File: config.mk
export PLATFORM = sky130hd
export DESIGN_NAME = ripemd320_hash_unit
export DESIGN_NICKNAME = d
export VERILOG_FILES = /design/src/rtl/rmd_pkg.sv /design/src/rtl/rmd_front.sv /design/src/rtl/rmd_back.sv /design/src/rtl/ripemd320_hash_unit.sv
export SDC_FILE = /design/constraint.sdc
export NUM_CORES = 2
export LEC_CHECK = 0
export BUFFER_PORTS_ARGS = -buffer_cell sky130_fd_sc_hd__buf_2
export CAP_MARGIN = 20
export CORE_ASPECT_RATIO = 1.4
export CORE_MARGIN = 4
export CORE_UTILIZATION = 59
export CTS_CLUSTER_SIZE = 16
export DETAILED_ROUTE_END_ITERATION = 10
export PLACE_DENSITY = 0.82
export SLEW_MARGIN = 20
export SYNTH_ARGS = -nofsm -noshare
export SYNTH_HDL_FRONTEND = slang
export SYNTH_HIERARCHICAL = 1
export SYNTH_SLANG_ARGS = --single-unit
File: constraint.sdc
create_clock -name clk -period 12.3 [get_ports clk]
set_clock_uncertainty 0.15 [all_clocks]
set_input_delay 2.46 -clock clk [delete_from_list [all_inputs] [get_ports clk]]
set_output_delay 2.46 -clock clk [all_outputs]
set_load 0.05 [all_outputs]
File: src/rtl/rmd_pkg.sv
// Package for the RIPEMD-320 hash unit: queue entry type, state codes,
// round constant tables and the round helper functions. No dependencies.
package rmd_pkg;

  localparam int NumWords   = 10;
  localparam int BlockWords = 16;
  localparam int Rounds     = 80;

  typedef struct packed {
    logic [31:0] word;
    logic        last;
    logic        xtra80;
    logic [5:0]  bits;
  } rmd_entry_t;

  typedef enum logic [4:0] {
    ST_IDLE = 5'b00001,
    ST_PAD  = 5'b00010,
    ST_LOAD = 5'b00100,
    ST_COMP = 5'b01000,
    ST_OUT  = 5'b10000
  } rmd_state_t;

  localparam logic [31:0] IV_TAB [0:9] = '{
    32'h67452301, 32'hEFCDAB89, 32'h98BADCFE, 32'h10325476, 32'hC3D2E1F0,
    32'h76543210, 32'hFEDCBA98, 32'h89ABCDEF, 32'h01234567, 32'h3C2D1E0F
  };
  localparam logic [31:0] KL_TAB [0:4] = '{
    32'h00000000, 32'h5A827999, 32'h6ED9EBA1, 32'h8F1BBCDC, 32'hA953FD4E
  };
  localparam logic [31:0] KR_TAB [0:4] = '{
    32'h50A28BE6, 32'h5C4DD124, 32'h6D703EF3, 32'h7A6D76E9, 32'h00000000
  };
  localparam logic [3:0] RL_TAB [0:79] = '{
    0,1,2,3,4,5,6,7,8,9,10,11,12,13,14,15,
    7,4,13,1,10,6,15,3,12,0,9,5,2,14,11,8,
    3,10,14,4,9,15,8,1,2,7,0,6,13,11,5,12,
    1,9,11,10,0,8,12,4,13,3,7,15,14,5,6,2,
    4,0,5,9,7,12,2,10,14,1,3,8,11,6,15,13
  };
  localparam logic [3:0] RR_TAB [0:79] = '{
    5,14,7,0,9,2,11,4,13,6,15,8,1,10,3,12,
    6,11,3,7,0,13,5,10,14,15,8,12,4,9,1,2,
    15,5,1,3,7,14,6,9,11,8,12,2,10,0,4,13,
    8,6,4,1,3,11,15,0,5,12,2,13,9,7,10,14,
    12,15,10,4,1,5,8,7,6,2,13,14,0,3,9,11
  };
  localparam logic [4:0] SL_TAB [0:79] = '{
    11,14,15,12,5,8,7,9,11,13,14,15,6,7,9,8,
    7,6,8,13,11,9,7,15,7,12,15,9,11,7,13,12,
    11,13,6,7,14,9,13,15,14,8,13,6,5,12,7,5,
    11,12,14,15,14,15,9,8,9,14,5,6,8,6,5,12,
    9,15,5,11,6,8,13,12,5,12,13,14,11,8,5,6
  };
  localparam logic [4:0] SR_TAB [0:79] = '{
    8,9,9,11,13,15,15,5,7,7,8,11,14,14,12,6,
    9,13,15,7,12,8,9,11,7,7,12,7,6,15,13,11,
    9,7,15,11,8,6,6,14,12,13,5,14,13,13,7,5,
    15,5,8,11,14,14,6,14,6,9,12,9,12,5,15,8,
    8,5,12,9,12,5,14,6,8,13,6,5,15,13,11,11
  };

  function automatic logic [31:0] rotl(input logic [31:0] x, input logic [4:0] n);
    logic [63:0] d;
    d = {x, x} << n;
    return d[63:32];
  endfunction

  function automatic logic [31:0] bool_fn(input logic [2:0] g, input logic [31:0] x,
                                          input logic [31:0] y, input logic [31:0] z);
    logic [31:0] r;
    case (g)
      3'd0:    r = x ^ y ^ z;
      3'd1:    r = (x & y) | (~x & z);
      3'd2:    r = (x | ~y) ^ z;
      3'd3:    r = (x & z) | (y & ~z);
      default: r = x ^ (y | ~z);
    endcase
    return r;
  endfunction

endpackage

File: src/rtl/rmd_front.sv
// Front end of the RIPEMD-320 hash unit: classifies input beats, masks and
// pads the last word, and queues them in a two-entry queue. Uses rmd_pkg.
module rmd_front import rmd_pkg::*; (
  input  logic        clk,
  input  logic        rst_n,
  input  logic        in_valid,
  output logic        in_ready,
  input  logic [31:0] in_data_word,
  input  logic [2:0]  in_byte_count,
  input  logic        in_last_of_message,
  output logic        q_valid,
  output rmd_entry_t  q_entry,
  input  logic        q_pop
);

  rmd_entry_t ent_r [0:1];
  rmd_entry_t ent_nxt;
  logic       wp_r, wp_nxt, rp_r, rp_nxt;
  logic [1:0] cnt_r, cnt_nxt;
  logic       push;

  always_comb begin
    ent_nxt.word   = in_data_word;
    ent_nxt.last   = in_last_of_message;
    ent_nxt.xtra80 = 1'b0;
    ent_nxt.bits   = 6'd32;
    if (in_last_of_message) begin
      case (in_byte_count)
        3'd0: begin
          ent_nxt.word = 32'h00000080;
          ent_nxt.bits = 6'd0;
        end
        3'd1: begin
          ent_nxt.word = {16'h0000, 8'h80, in_data_word[7:0]};
          ent_nxt.bits = 6'd8;
        end
        3'd2: begin
          ent_nxt.word = {8'h00, 8'h80, in_data_word[15:0]};
          ent_nxt.bits = 6'd16;
        end
        3'd3: begin
          ent_nxt.word = {8'h80, in_data_word[23:0]};
          ent_nxt.bits = 6'd24;
        end
        default: ent_nxt.xtra80 = 1'b1;
      endcase
    end
  end

  assign in_ready = (cnt_r != 2'd2);
  assign push     = in_valid && in_ready;
  assign q_valid  = (cnt_r != 2'd0);
  assign q_entry  = ent_r[rp_r];

  always_comb begin
    wp_nxt  = push  ? ~wp_r : wp_r;
    rp_nxt  = q_pop ? ~rp_r : rp_r;
    cnt_nxt = cnt_r + {1'b0, push} - {1'b0, q_pop};
  end

  always_ff @(posedge clk) begin
    if (!rst_n) begin
      wp_r  <= 1'b0;
      rp_r  <= 1'b0;
      cnt_r <= 2'd0;
    end else begin
      wp_r  <= wp_nxt;
      rp_r  <= rp_nxt;
      cnt_r <= cnt_nxt;
    end
  end

  always_ff @(posedge clk) begin
    if (push) begin
      ent_r[wp_r] <= ent_nxt;
    end
  end

endmodule

File: src/rtl/rmd_back.sv
// Back end of the RIPEMD-320 hash unit: block buffer memory, padding
// sequencer, one-round-per-cycle compression and digest output. Uses rmd_pkg.
module rmd_back import rmd_pkg::*; (
  input  logic        clk,
  input  logic        rst_n,
  input  logic        q_valid,
  input  rmd_entry_t  q_entry,
  output logic        q_pop,
  output logic        out_valid,
  input  logic        out_ready,
  output logic [31:0] out_digest_word,
  output logic [3:0]  out_word_index,
  output logic        out_last_word
);

  logic [31:0] buf_mem [0:BlockWords-1];
  logic [31:0] ml_r, mr_r;
  logic [31:0] cv_r [0:NumWords-1];
  logic [31:0] cv_nxt [0:NumWords-1];
  logic [31:0] wv_r [0:NumWords-1];
  logic [31:0] wv_nxt [0:NumWords-1];
  logic [31:0] nw [0:NumWords-1];
  rmd_state_t  st_r, st_nxt;
  logic [3:0]  pos_r, pos_nxt;
  logic [63:0] len_r, len_nxt;
  logic [6:0]  rnd_r, rnd_nxt, rd_rnd;
  logic [3:0]  oidx_r, oidx_nxt;
  logic        pad_r, pad_nxt, pend_r, pend_nxt, hi_r, hi_nxt, fin_r, fin_nxt;
  logic        we;
  logic [31:0] wdata, tl, tr;
  logic [2:0]  gl, gr;
  logic [31:0] tmp;

  assign gl = 3'(rnd_r >> 4);
  assign gr = 3'd4 - gl;
  assign tl = rotl(wv_r[0] + bool_fn(gl, wv_r[1], wv_r[2], wv_r[3]) + ml_r + KL_TAB[gl],
                   SL_TAB[rnd_r]) + wv_r[4];
  assign tr = rotl(wv_r[5] + bool_fn(gr, wv_r[6], wv_r[7], wv_r[8]) + mr_r + KR_TAB[gl],
                   SR_TAB[rnd_r]) + wv_r[9];

  always_comb begin
    nw[0] = wv_r[4];
    nw[1] = tl;
    nw[2] = wv_r[1];
    nw[3] = rotl(wv_r[2], 5'd10);
    nw[4] = wv_r[3];
    nw[5] = wv_r[9];
    nw[6] = tr;
    nw[7] = wv_r[6];
    nw[8] = rotl(wv_r[7], 5'd10);
    nw[9] = wv_r[8];
    tmp   = 32'h0;
    case (rnd_r)
      7'd15: begin tmp = nw[1]; nw[1] = nw[6]; nw[6] = tmp; end
      7'd31: begin tmp = nw[3]; nw[3] = nw[8]; nw[8] = tmp; end
      7'd47: begin tmp = nw[0]; nw[0] = nw[5]; nw[5] = tmp; end
      7'd63: begin tmp = nw[2]; nw[2] = nw[7]; nw[7] = tmp; end
      7'd79: begin tmp = nw[4]; nw[4] = nw[9]; nw[9] = tmp; end
      default: tmp = 32'h0;
    endcase
  end

  always_comb begin
    st_nxt   = st_r;
    pos_nxt  = pos_r;
    len_nxt  = len_r;
    rnd_nxt  = rnd_r;
    oidx_nxt = oidx_r;
    pad_nxt  = pad_r;
    pend_nxt = pend_r;
    hi_nxt   = hi_r;
    fin_nxt  = fin_r;
    cv_nxt   = cv_r;
    wv_nxt   = wv_r;
    we       = 1'b0;
    wdata    = 32'h0;
    q_pop    = 1'b0;
    rd_rnd   = (rnd_r == 7'(Rounds - 1)) ? 7'd0 : rnd_r + 7'd1;
    case (st_r)
      ST_IDLE: begin
        if (q_valid) begin
          q_pop   = 1'b1;
          we      = 1'b1;
          wdata   = q_entry.word;
          len_nxt = len_r + {58'h0, q_entry.bits};
          pos_nxt = pos_r + 4'd1;
          if (q_entry.last) begin
            pad_nxt  = 1'b1;
            pend_nxt = q_entry.xtra80;
          end
          if (pos_r == 4'd15) begin
            st_nxt = ST_LOAD;
          end else if (q_entry.last) begin
            st_nxt = ST_PAD;
          end
        end
      end
      ST_PAD: begin
        we      = 1'b1;
        pos_nxt = pos_r + 4'd1;
        if (pend_r) begin
          wdata    = 32'h00000080;
          pend_nxt = 1'b0;
        end else if (hi_r) begin
          wdata   = len_r[63:32];
          hi_nxt  = 1'b0;
          fin_nxt = 1'b1;
        end else if (pos_r == 4'd14) begin
          wdata  = len_r[31:0];
          hi_nxt = 1'b1;
        end
        if (pos_r == 4'd15) begin
          st_nxt = ST_LOAD;
        end
      end
      ST_LOAD: begin
        rd_rnd  = 7'd0;
        wv_nxt  = cv_r;
        rnd_nxt = 7'd0;
        st_nxt  = ST_COMP;
      end
      ST_COMP: begin
        wv_nxt  = nw;
        rnd_nxt = rnd_r + 7'd1;
        if (rnd_r == 7'(Rounds - 1)) begin
          rnd_nxt = 7'd0;
          for (int k = 0; k < NumWords; k++) begin
            cv_nxt[k] = cv_r[k] + nw[k];
          end
          if (fin_r) begin
            st_nxt = ST_OUT;
          end else if (pad_r) begin
            st_nxt = ST_PAD;
          end else begin
            st_nxt = ST_IDLE;
          end
        end
      end
      ST_OUT: begin
        if (out_ready) begin
          if (oidx_r == 4'(NumWords - 1)) begin
            oidx_nxt = 4'd0;
            cv_nxt   = IV_TAB;
            len_nxt  = 64'h0;
            pos_nxt  = 4'd0;
            pad_nxt  = 1'b0;
            fin_nxt  = 1'b0;
            st_nxt   = ST_IDLE;
          end else begin
            oidx_nxt = oidx_r + 4'd1;
          end
        end
      end
      default: st_nxt = ST_IDLE;
    endcase
  end

  assign out_valid       = (st_r == ST_OUT);
  assign out_digest_word = cv_r[oidx_r];
  assign out_word_index  = oidx_r;
  assign out_last_word   = (oidx_r == 4'(NumWords - 1));

  always_ff @(posedge clk) begin
    if (!rst_n) begin
      st_r   <= ST_IDLE;
      pos_r  <= 4'd0;
      len_r  <= 64'h0;
      rnd_r  <= 7'd0;
      oidx_r <= 4'd0;
      pad_r  <= 1'b0;
      pend_r <= 1'b0;
      hi_r   <= 1'b0;
      fin_r  <= 1'b0;
      cv_r   <= IV_TAB;
    end else begin
      st_r   <= st_nxt;
      pos_r  <= pos_nxt;
      len_r  <= len_nxt;
      rnd_r  <= rnd_nxt;
      oidx_r <= oidx_nxt;
      pad_r  <= pad_nxt;
      pend_r <= pend_nxt;
      hi_r   <= hi_nxt;
      fin_r  <= fin_nxt;
      cv_r   <= cv_nxt;
    end
  end

  always_ff @(posedge clk) begin
    wv_r <= wv_nxt;
    if (we) begin
      buf_mem[pos_r] <= wdata;
    end
    ml_r <= buf_mem[RL_TAB[rd_rnd]];
    mr_r <= buf_mem[RR_TAB[rd_rnd]];
  end

endmodule

File: src/rtl/ripemd320_hash_unit.sv
// RIPEMD-320 hash unit: a two-entry input queue feeding the compression engine.
// Each 16-word block is compressed after its last word; while it compresses,
// only the queue takes new words. The last word adds padding, one or two
// compressions and then ten digest beats. Synchronous active-low reset
// restores the initial chaining values and empties the queue; the block
// buffer itself is not cleared.
module ripemd320_hash_unit import rmd_pkg::*; (
  input  logic        clk,
  input  logic        rst_n,
  input  logic        in_valid,
  output logic        in_ready,
  input  logic [31:0] in_data_word,
  input  logic [2:0]  in_byte_count,
  input  logic        in_last_of_message,
  output logic        out_valid,
  input  logic        out_ready,
  output logic [31:0] out_digest_word,
  output logic [3:0]  out_word_index,
  output logic        out_last_word
);

  logic       q_valid, q_pop;
  rmd_entry_t q_entry;

  rmd_front u_front (
    .clk(clk), .rst_n(rst_n),
    .in_valid(in_valid), .in_ready(in_ready),
    .in_data_word(in_data_word), .in_byte_count(in_byte_count),
    .in_last_of_message(in_last_of_message),
    .q_valid(q_valid), .q_entry(q_entry), .q_pop(q_pop)
  );

  rmd_back u_back (
    .clk(clk), .rst_n(rst_n),
    .q_valid(q_valid), .q_entry(q_entry), .q_pop(q_pop),
    .out_valid(out_valid), .out_ready(out_ready),
    .out_digest_word(out_digest_word), .out_word_index(out_word_index),
    .out_last_word(out_last_word)
  );

endmodule

Word-level counts from Yosys, hierarchy flattened
Memories as Yosys holds them, arrays and structs flattened. A register that Yosys moved wholly into a read port is not among the register bits.
Index checks and enable logic that the tools add are counted.
{"block": "totals", "regBits": 732, "rom_bits": 2816, "mem_count": 8, "mem_bits_rw": 592, "output_inout_bits": 39}
{"block": "op_classes", "shift": 2, "n_mux": 86, "magnitude_cmp": 4, "n_reduce_logical": 21, "n_addsub": 25, "n_bitwise": 37, "n_eq_ne": 32}
{"memory": "(name not given)", "depth": 128, "word_bits": 5, "read_ports": 1, "rd_clocked_by_memory_dff": 0, "wr": 0, "line": "rmd_back.sv:37", "rtl": "SL_TAB[rnd_r]) + wv_r[4];"}
{"memory": "(name not given)", "depth": 128, "word_bits": 5, "read_ports": 1, "rd_clocked_by_memory_dff": 0, "wr": 0, "line": "rmd_back.sv:39", "rtl": "SR_TAB[rnd_r]) + wv_r[9];"}
{"memory": "(name not given)", "depth": 128, "word_bits": 4, "read_ports": 1, "rd_clocked_by_memory_dff": 0, "wr": 0, "line": "rmd_back.sv:194", "rtl": "ml_r <= buf_mem[RL_TAB[rd_rnd]];"}
{"memory": "(name not given)", "depth": 128, "word_bits": 4, "read_ports": 1, "rd_clocked_by_memory_dff": 0, "wr": 0, "line": "rmd_back.sv:195", "rtl": "mr_r <= buf_mem[RR_TAB[rd_rnd]];"}
{"memory": "u_back.buf_mem", "depth": 16, "word_bits": 32, "read_ports": 2, "rd_clocked_by_memory_dff": 2, "wr": 1, "line": "rmd_back.sv:16", "rtl": "logic [31:0] buf_mem [0:BlockWords-1];"}
{"memory": "(name not given)", "depth": 8, "word_bits": 32, "read_ports": 1, "rd_clocked_by_memory_dff": 0, "wr": 0, "line": "rmd_back.sv:36", "rtl": "assign tl = rotl(wv_r[0] + bool_fn(gl, wv_r[1], wv_r[2], wv_r[3]) + ml_r + KL_TAB[gl],"}
{"memory": "+2 memories"}
{"operator": "$pmux 320 s2", "count": 2}
{"operator": "$mux 320", "count": 3}
{"operator": "$mux 32", "count": 21}
{"operator": "$add 32x32->32", "count": 18}
{"operator": "$pmux 32 s4", "count": 3}
{"operator": "$and 32x32->32", "count": 8}
{"operator": "$or 32x32->32", "count": 8}
{"operator": "$xor 32x32->32", "count": 8}
{"operator": "$mux 64", "count": 3}
{"operator": "$not 32->32", "count": 6}
{"operator": "$bmux 32 s4", "count": 1}
{"operator": "$pmux 64 s2", "count": 1}
{"operator": "$shl 64x5->64", "count": 2}
{"operator": "$add 64x6->64", "count": 1}
{"operator": "$pmux 32 s2", "count": 1}
{"operator": "$mux 5", "count": 12}
{"operator": "$mux 4", "count": 8}
{"operator": "$pmux 5 s5", "count": 1}
{"operator": "$pmux 6 s4", "count": 1}
{"operator": "$mux 7", "count": 3}
{"operator": "$mux 1", "count": 19}
{"operator": "$eq 3x2->1 const B", "count": 6}
{"operator": "$ge 8x8->1 const B", "count": 2}
{"operator": "$not 7->8", "count": 2}
{"operator": "other kinds (38)", "count": 67}

Logic depth before layout (Yosys ltp)
{"block": "logic_depth", "depth_word": 13, "mapped_depth": 59}

Cells and area by module
The synthesis kept the hierarchy.
{"mod": "rmd_back", "n_inst": 1, "area_per_inst_um2": 94464.3, "cells_each": 10001}
{"mod": "rmd_front", "n_inst": 1, "area_per_inst_um2": 3235.6, "cells_each": 186}

Worst setup path before layout
OpenSTA, ideal clock, no wires.
{"block": "synth_timing", "path_type": "flip-flop to flip-flop", "start": "register u_back.rnd_r[5]", "end": "register u_back/cv_r[287] in the netlist's numbering", "synth_period_minus_slack_ns": 12.055, "required_time_ns": 12.027, "path_slack_ns": 0.245, "arrival_time_ns": 11.781, "path_stages_with_launch": 58, "path_buffers": 3, "path_cell_list": "dfxtp_1 -> buf_2 -> clkinv_1 -> ha_1 -> inv_1 -> ha_1 -> nor2b_1 -> clkbuf_1 -> buf_1 -> mux2i_1 -> xor2_1 -> a222oi_1 -> a21oi_1 -> fa_1 -> inv_1 -> fa_1 -> inv_1 -> ha_1 -> [... 22 more ...] -> a31oi_1 -> o21a_1 -> o21ai_0 -> nor2_1 -> o21ba_2 -> xor2_1 -> o21ai_0 -> ha_1 -> a21oi_1 -> or4b_2 -> nor3_1 -> o31ai_1 -> a21o_1 -> nor3b_1 -> and3_1 -> a2111oi_0 -> nand2_1 -> mux2_1"}
{"block": "synth_via", "elab_chain_cells": 12, "word_cells_on_any_way": 43, "cone_classes": "add/sub (10); eq/ne (9); shift (2); mux (13); bitwise (2); reduce/logical (3); memory (4)"}
{"element": "from (decl)", "line": "rmd_back.sv:26", "rtl": "logic [6:0] rnd_r, rnd_nxt, rd_rnd;"}
{"element": "from (signal assigned)", "line": "rmd_back.sv:179", "rtl": "rnd_r <= rnd_nxt;"}
{"element": "$sub 3x3->3", "line": "rmd_back.sv:35", "rtl": "assign gr = 3'd4 - gl;"}
{"element": "$eq 3x2->1 (tied with other cells)", "line": "rmd_pkg.sv:72", "rtl": "case (g)"}
{"element": "$pmux 32 s4", "line": "rmd_pkg.sv:72"}
{"element": "$add 32x32->32 (3 in a row)", "line": "rmd_back.sv:38", "rtl": "assign tr = rotl(wv_r[5] + bool_fn(gr, wv_r[6], wv_r[7], wv_r[8]) + mr_r + KR_TAB[gl],"}
{"element": "$shl 64x5->64", "line": "rmd_pkg.sv:65", "rtl": "d = {x, x} << n;"}
{"element": "$add 32x32->32", "line": "rmd_back.sv:39"}
{"element": "$mux 32", "line": "rmd_back.sv:53", "rtl": "case (rnd_r)"}
{"element": "$add 32x32->32", "line": "rmd_back.sv:128", "rtl": "cv_nxt[k] = cv_r[k] + nw[k];"}
{"element": "$mux 320", "line": "rmd_back.sv:125", "rtl": "if (rnd_r == 7'(Rounds - 1)) begin"}
{"element": "$pmux 320 s2", "line": "rmd_back.sv:79", "rtl": "case (st_r)"}
{"element": "to (signal assigned)", "line": "rmd_back.sv:185", "rtl": "cv_r <= cv_nxt;"}
{"element": "to (decl)", "line": "rmd_back.sv:18", "rtl": "logic [31:0] cv_r [0:NumWords-1];"}
Several ways; a longest one is shown, not always the timed one. The select of a mux whose other input is x is not followed.
A chain may end at the register's enable or synchronous reset.

Final worst setup path
{"block": "layout_timing", "start": "register u_back.rnd_r[5]", "end": "register u_back/cv_r[286] in the netlist's numbering"}
Same word-level chain as after synthesis.

==> impl_metrics.json <==
{
  "grt_max_degree": 144,
  "core_um2": 164000,
  "overflow": 0,
  "final_core_util": 0.692,
  "synthSimpleGateAreaFrac": 0.147,
  "grt_pass1_vias": 91000,
  "numCtsBuffers": 142,
  "crit_type": "reg -> reg",
  "arrival_ns": 12.73,
  "dr.pass1.iters": 11,
  "async_reset_ff_frac": 0,
  "crit_required_ns": 12.86,
  "setup_viol": 0,
  "drt_iter0_markers": 14700,
  "antenna_found_initial": 41,
  "tritoncts": "yes",
  "ctsHtreeMaxLevel": 4,
  "die-area_um2": 172000,
  "vias_per_cell": 7.13,
  "ir_worst_vdd_mv": 0.223,
  "maxCapViolCount": 0,
  "synth-edff-count": 906,
  "fmax_mhz": 82.2,
  "worst_slew_pin_slew_ns": 1.37,
  "routedWlPerCell_um": 34.9,
  "finalCritPeriodShare": 0.989,
  "clock-sinks": 1383,
  "whs_path_depth": 2,
  "vias": 94500,
  "yosysMostFrequentCell": "nand2_1",
  "postSynthAreaPerCell_um2": 9.59,
  "drive_gt1_frac": 0.206,
  "grtUsageTotal": 0.522,
  "ys_top_cells_by_area": "edfxtp_1, dfxtp_1, mux4_2",
  "io_buffers": 78,
  "synth_adder_area_share": 0.0976,
  "final-max-slew-violation-count": 0,
  "nFillCells": 12000,
  "post-route-drc-count": 4,
  "post-place-ws_ns": -0.787,
  "worstHoldPathType": "reg -> reg",
  "synth-xor-area-share": 0.0517,
  "muxShareOfSynthArea": 0.137,
  "crit_top_cell": "buf_4",
  "synth_cells": 10200,
  "status": "complete, but fails checks",
  "synth_compound_area_frac": 0.148,
  "netlist_area_um2": 97700,
  "ctsLongestPathBuffers": 3,
  "cts_root_buf": "clkbuf_16",
  "relSlewSlack": 0.0771,
  "leakagePower_nw": 46.8,
  "clkTransAtPathRegs_ns": 0.07,
  "ys_types": 113,
  "ys.flop_type": "edfxtp_1",
  "synth_top_area_frac": 0.278,
  "wl_um": 464000,
  "clock_latency_ns": 0.87,
  "grt_setup_unrepaired": "yes",
  "dp_hpwl_um": 333000,
  "ys_ff_latch": 1383,
  "gp_congestion": 1.11,
  "crit_family": "compound AO/OA/AOI/OAI gates",
  "synth_top_area_cell": "edfxtp_1",
  "power_density_nw_per_um2": 121,
  "ios": 79,
  "placementRows": 176,
  "ant_nets": 0,
  "syn_to_final_growth_pct": 16.6,
  "worst_slack_ns": 0.133,
  "final_nets": 11700,
  "hold_viol_final": 0,
  "yosysWarnings": 6,
  "start_util": 0.594,
  "worst_setup_path_start_kind": "flop",
  "layout_min_cycle_time_ns": 12.17,
  "synth_top_family_by_area": "compound AO/OA/AOI/OAI gates",
  "die_x_um": 352,
  "synth.top_cells.by_count": "nand2_1, edfxtp_1, a21oi_1, o21ai_0, nor2_1",
  "die_h_um": 489,
  "ys_seq_area_frac": 0.376,
  "r2r_cells": 53,
  "cp_max_fo": 12,
  "violations": "DRC",
  "crit_slowest_cell": "a2111oi_4",
  "slowest_delay_ns": 0.50,
  "cp-end-kind": "flop",
  "cp_num_cells": 53,
  "cp_num_buf_inv": 13,
  "grt_first_pass_wirelength_um": 646000
}
## stage by stage
step	power, mW	hold slack (ns)	cells	instance area [µm²]	TNS, ns
floorplan	7.18	0.296	10200	97700	0
global placement	8.72	0.311	12900	107000	-3.06
detailed placement	8.83	0.320	12900	108000	-3.71
CTS	13.5	0.345	13200	113000	-0.0420
global route	14.1	0.365	13200	114000	-0.313
finish	13.8	0.349	13300	114000	0
## final cells by class
cell class | count | area (µm²) | area share
clock inverter | 76 | 933 | 0.00819
multi-input combinational | 7751 | 58100 | 0.510
timing repair buffer | 1212 | 9530 | 0.0837
clock buffer | 189 | 3990 | 0.0350
antenna | 20 | 50.0 | 0.000439
tap | 2136 | 2670 | 0.0235
inverter | 495 | 1880 | 0.0165
sequential | 1383 | 36800 | 0.323
## what timing repair did
| item | 4_1_cts | 5_1_grt |
|---|---|---|
| pin swaps | 12 | 97 |
| gates cloned | 1 | 2 |
| resized for setup | 79 | 191 |
| hold buffers | 0 | 0 |
| endpoints found under the hold margin | 0 | 0 |
| endpoints found under the setup margin | 11 | 15 |
| setup buffers | 5 | 32 |
## worst min-delay path: cells and delay by family, from the launching register on
| kind | cells | cell delay, ns |
|---|---|---|
| DFF | 1 | 0.34 |
| AOI/OAI and AO/OA | 1 | 0.05 |
| and+or+nand+nor | 1 | 0.06 |
## per-layer routing
layer | vias to the layer above | track usage | wire [µm]
met2 | 8566 | 0.806 | 200000
li1 | 38600 | - | -
met5 | - | 0.00750 | 404
met3 | 2899 | 0.160 | 59600
met4 | 34 | 0.547 | 64100
met1 | 44500 | 0.551 | 140000
## sequential cells by signal, indices dropped and copies added, names as in the netlist, 5 cells and up, named ones only
register and cells:
u_back/len_r 64, u_back/wv_r 320, u_back/cv_r 320, u_back/st_r 5
u_back/mr_r 32, u_front/ent_r 74, u_back/buf_mem 512, u_back/ml_r 32
u_back/rnd_r 7
## cell usage in the layout, fill, tap and decap left out, types with 58 or more instances in the layout
| master | instances |
|---|---|
| a222oi_1 | 60 |
| a21o_1 | 156 |
| nand2_1 | 1793 |
| mux4_2 | 320 |
| o22ai_1 | 185 |
| clkbuf_16 | 151 |
| buf_4 | 1073 |
| mux2i_1 | 342 |
| inv_1 | 479 |
| a31oi_1 | 58 |
| edfxtp_1 | 906 |
| mux2_2 | 220 |
| nand3_1 | 157 |
| fa_1 | 127 |
| o21ai_0 | 558 |
| ha_1 | 534 |
| nor3_1 | 165 |
| a22oi_1 | 62 |
| and3_1 | 62 |
| nor2b_1 | 158 |
| nor2_1 | 546 |
| xnor2_1 | 325 |
| xor2_1 | 245 |
| buf_2 | 78 |
| nand2b_1 | 67 |
| dfxtp_1 | 471 |
| a21oi_1 | 588 |
| a211oi_1 | 88 |
## final timing paths
path                            startpoint                       endpoint  slack [ns]
min          u_back/cv_r[300]$_SDFFE_PN0P_  u_back/cv_r[300]$_SDFFE_PN0P_        0.35
max reg2reg   u_back/rnd_r[5]$_SDFFE_PN0P_  u_back/cv_r[286]$_SDFFE_PN1P_        0.13
min reg2reg  u_back/cv_r[300]$_SDFFE_PN0P_  u_back/cv_r[300]$_SDFFE_PN0P_        0.35
max           u_back/rnd_r[5]$_SDFFE_PN0P_  u_back/cv_r[286]$_SDFFE_PN1P_        0.13
## report_power, final
| group | internal, mW | switching (mW) | total, mW |
|---|---|---|---|
| logic | 1.52 | 2.18 | 3.70 |
| clock network | 2.52 | 2.18 | 4.69 |
| registers | 5.25 | 0.118 | 5.37 |
## logic make-up (layout without fill, tap and decap cells)
kind of cell               count (synthesis)  in the layout
adders and majority gates                681            681
buffers and inverters                   1055           1972
muxes                                    905            905
AOI/OAI and AO/OA                       2294           2294
other                                      1             23
DFF                                     1383           1383
xor gates and xnor gates                 576            576
and+or+nand+nor                         3292           3292
Power figures use the tool's default switching activity.
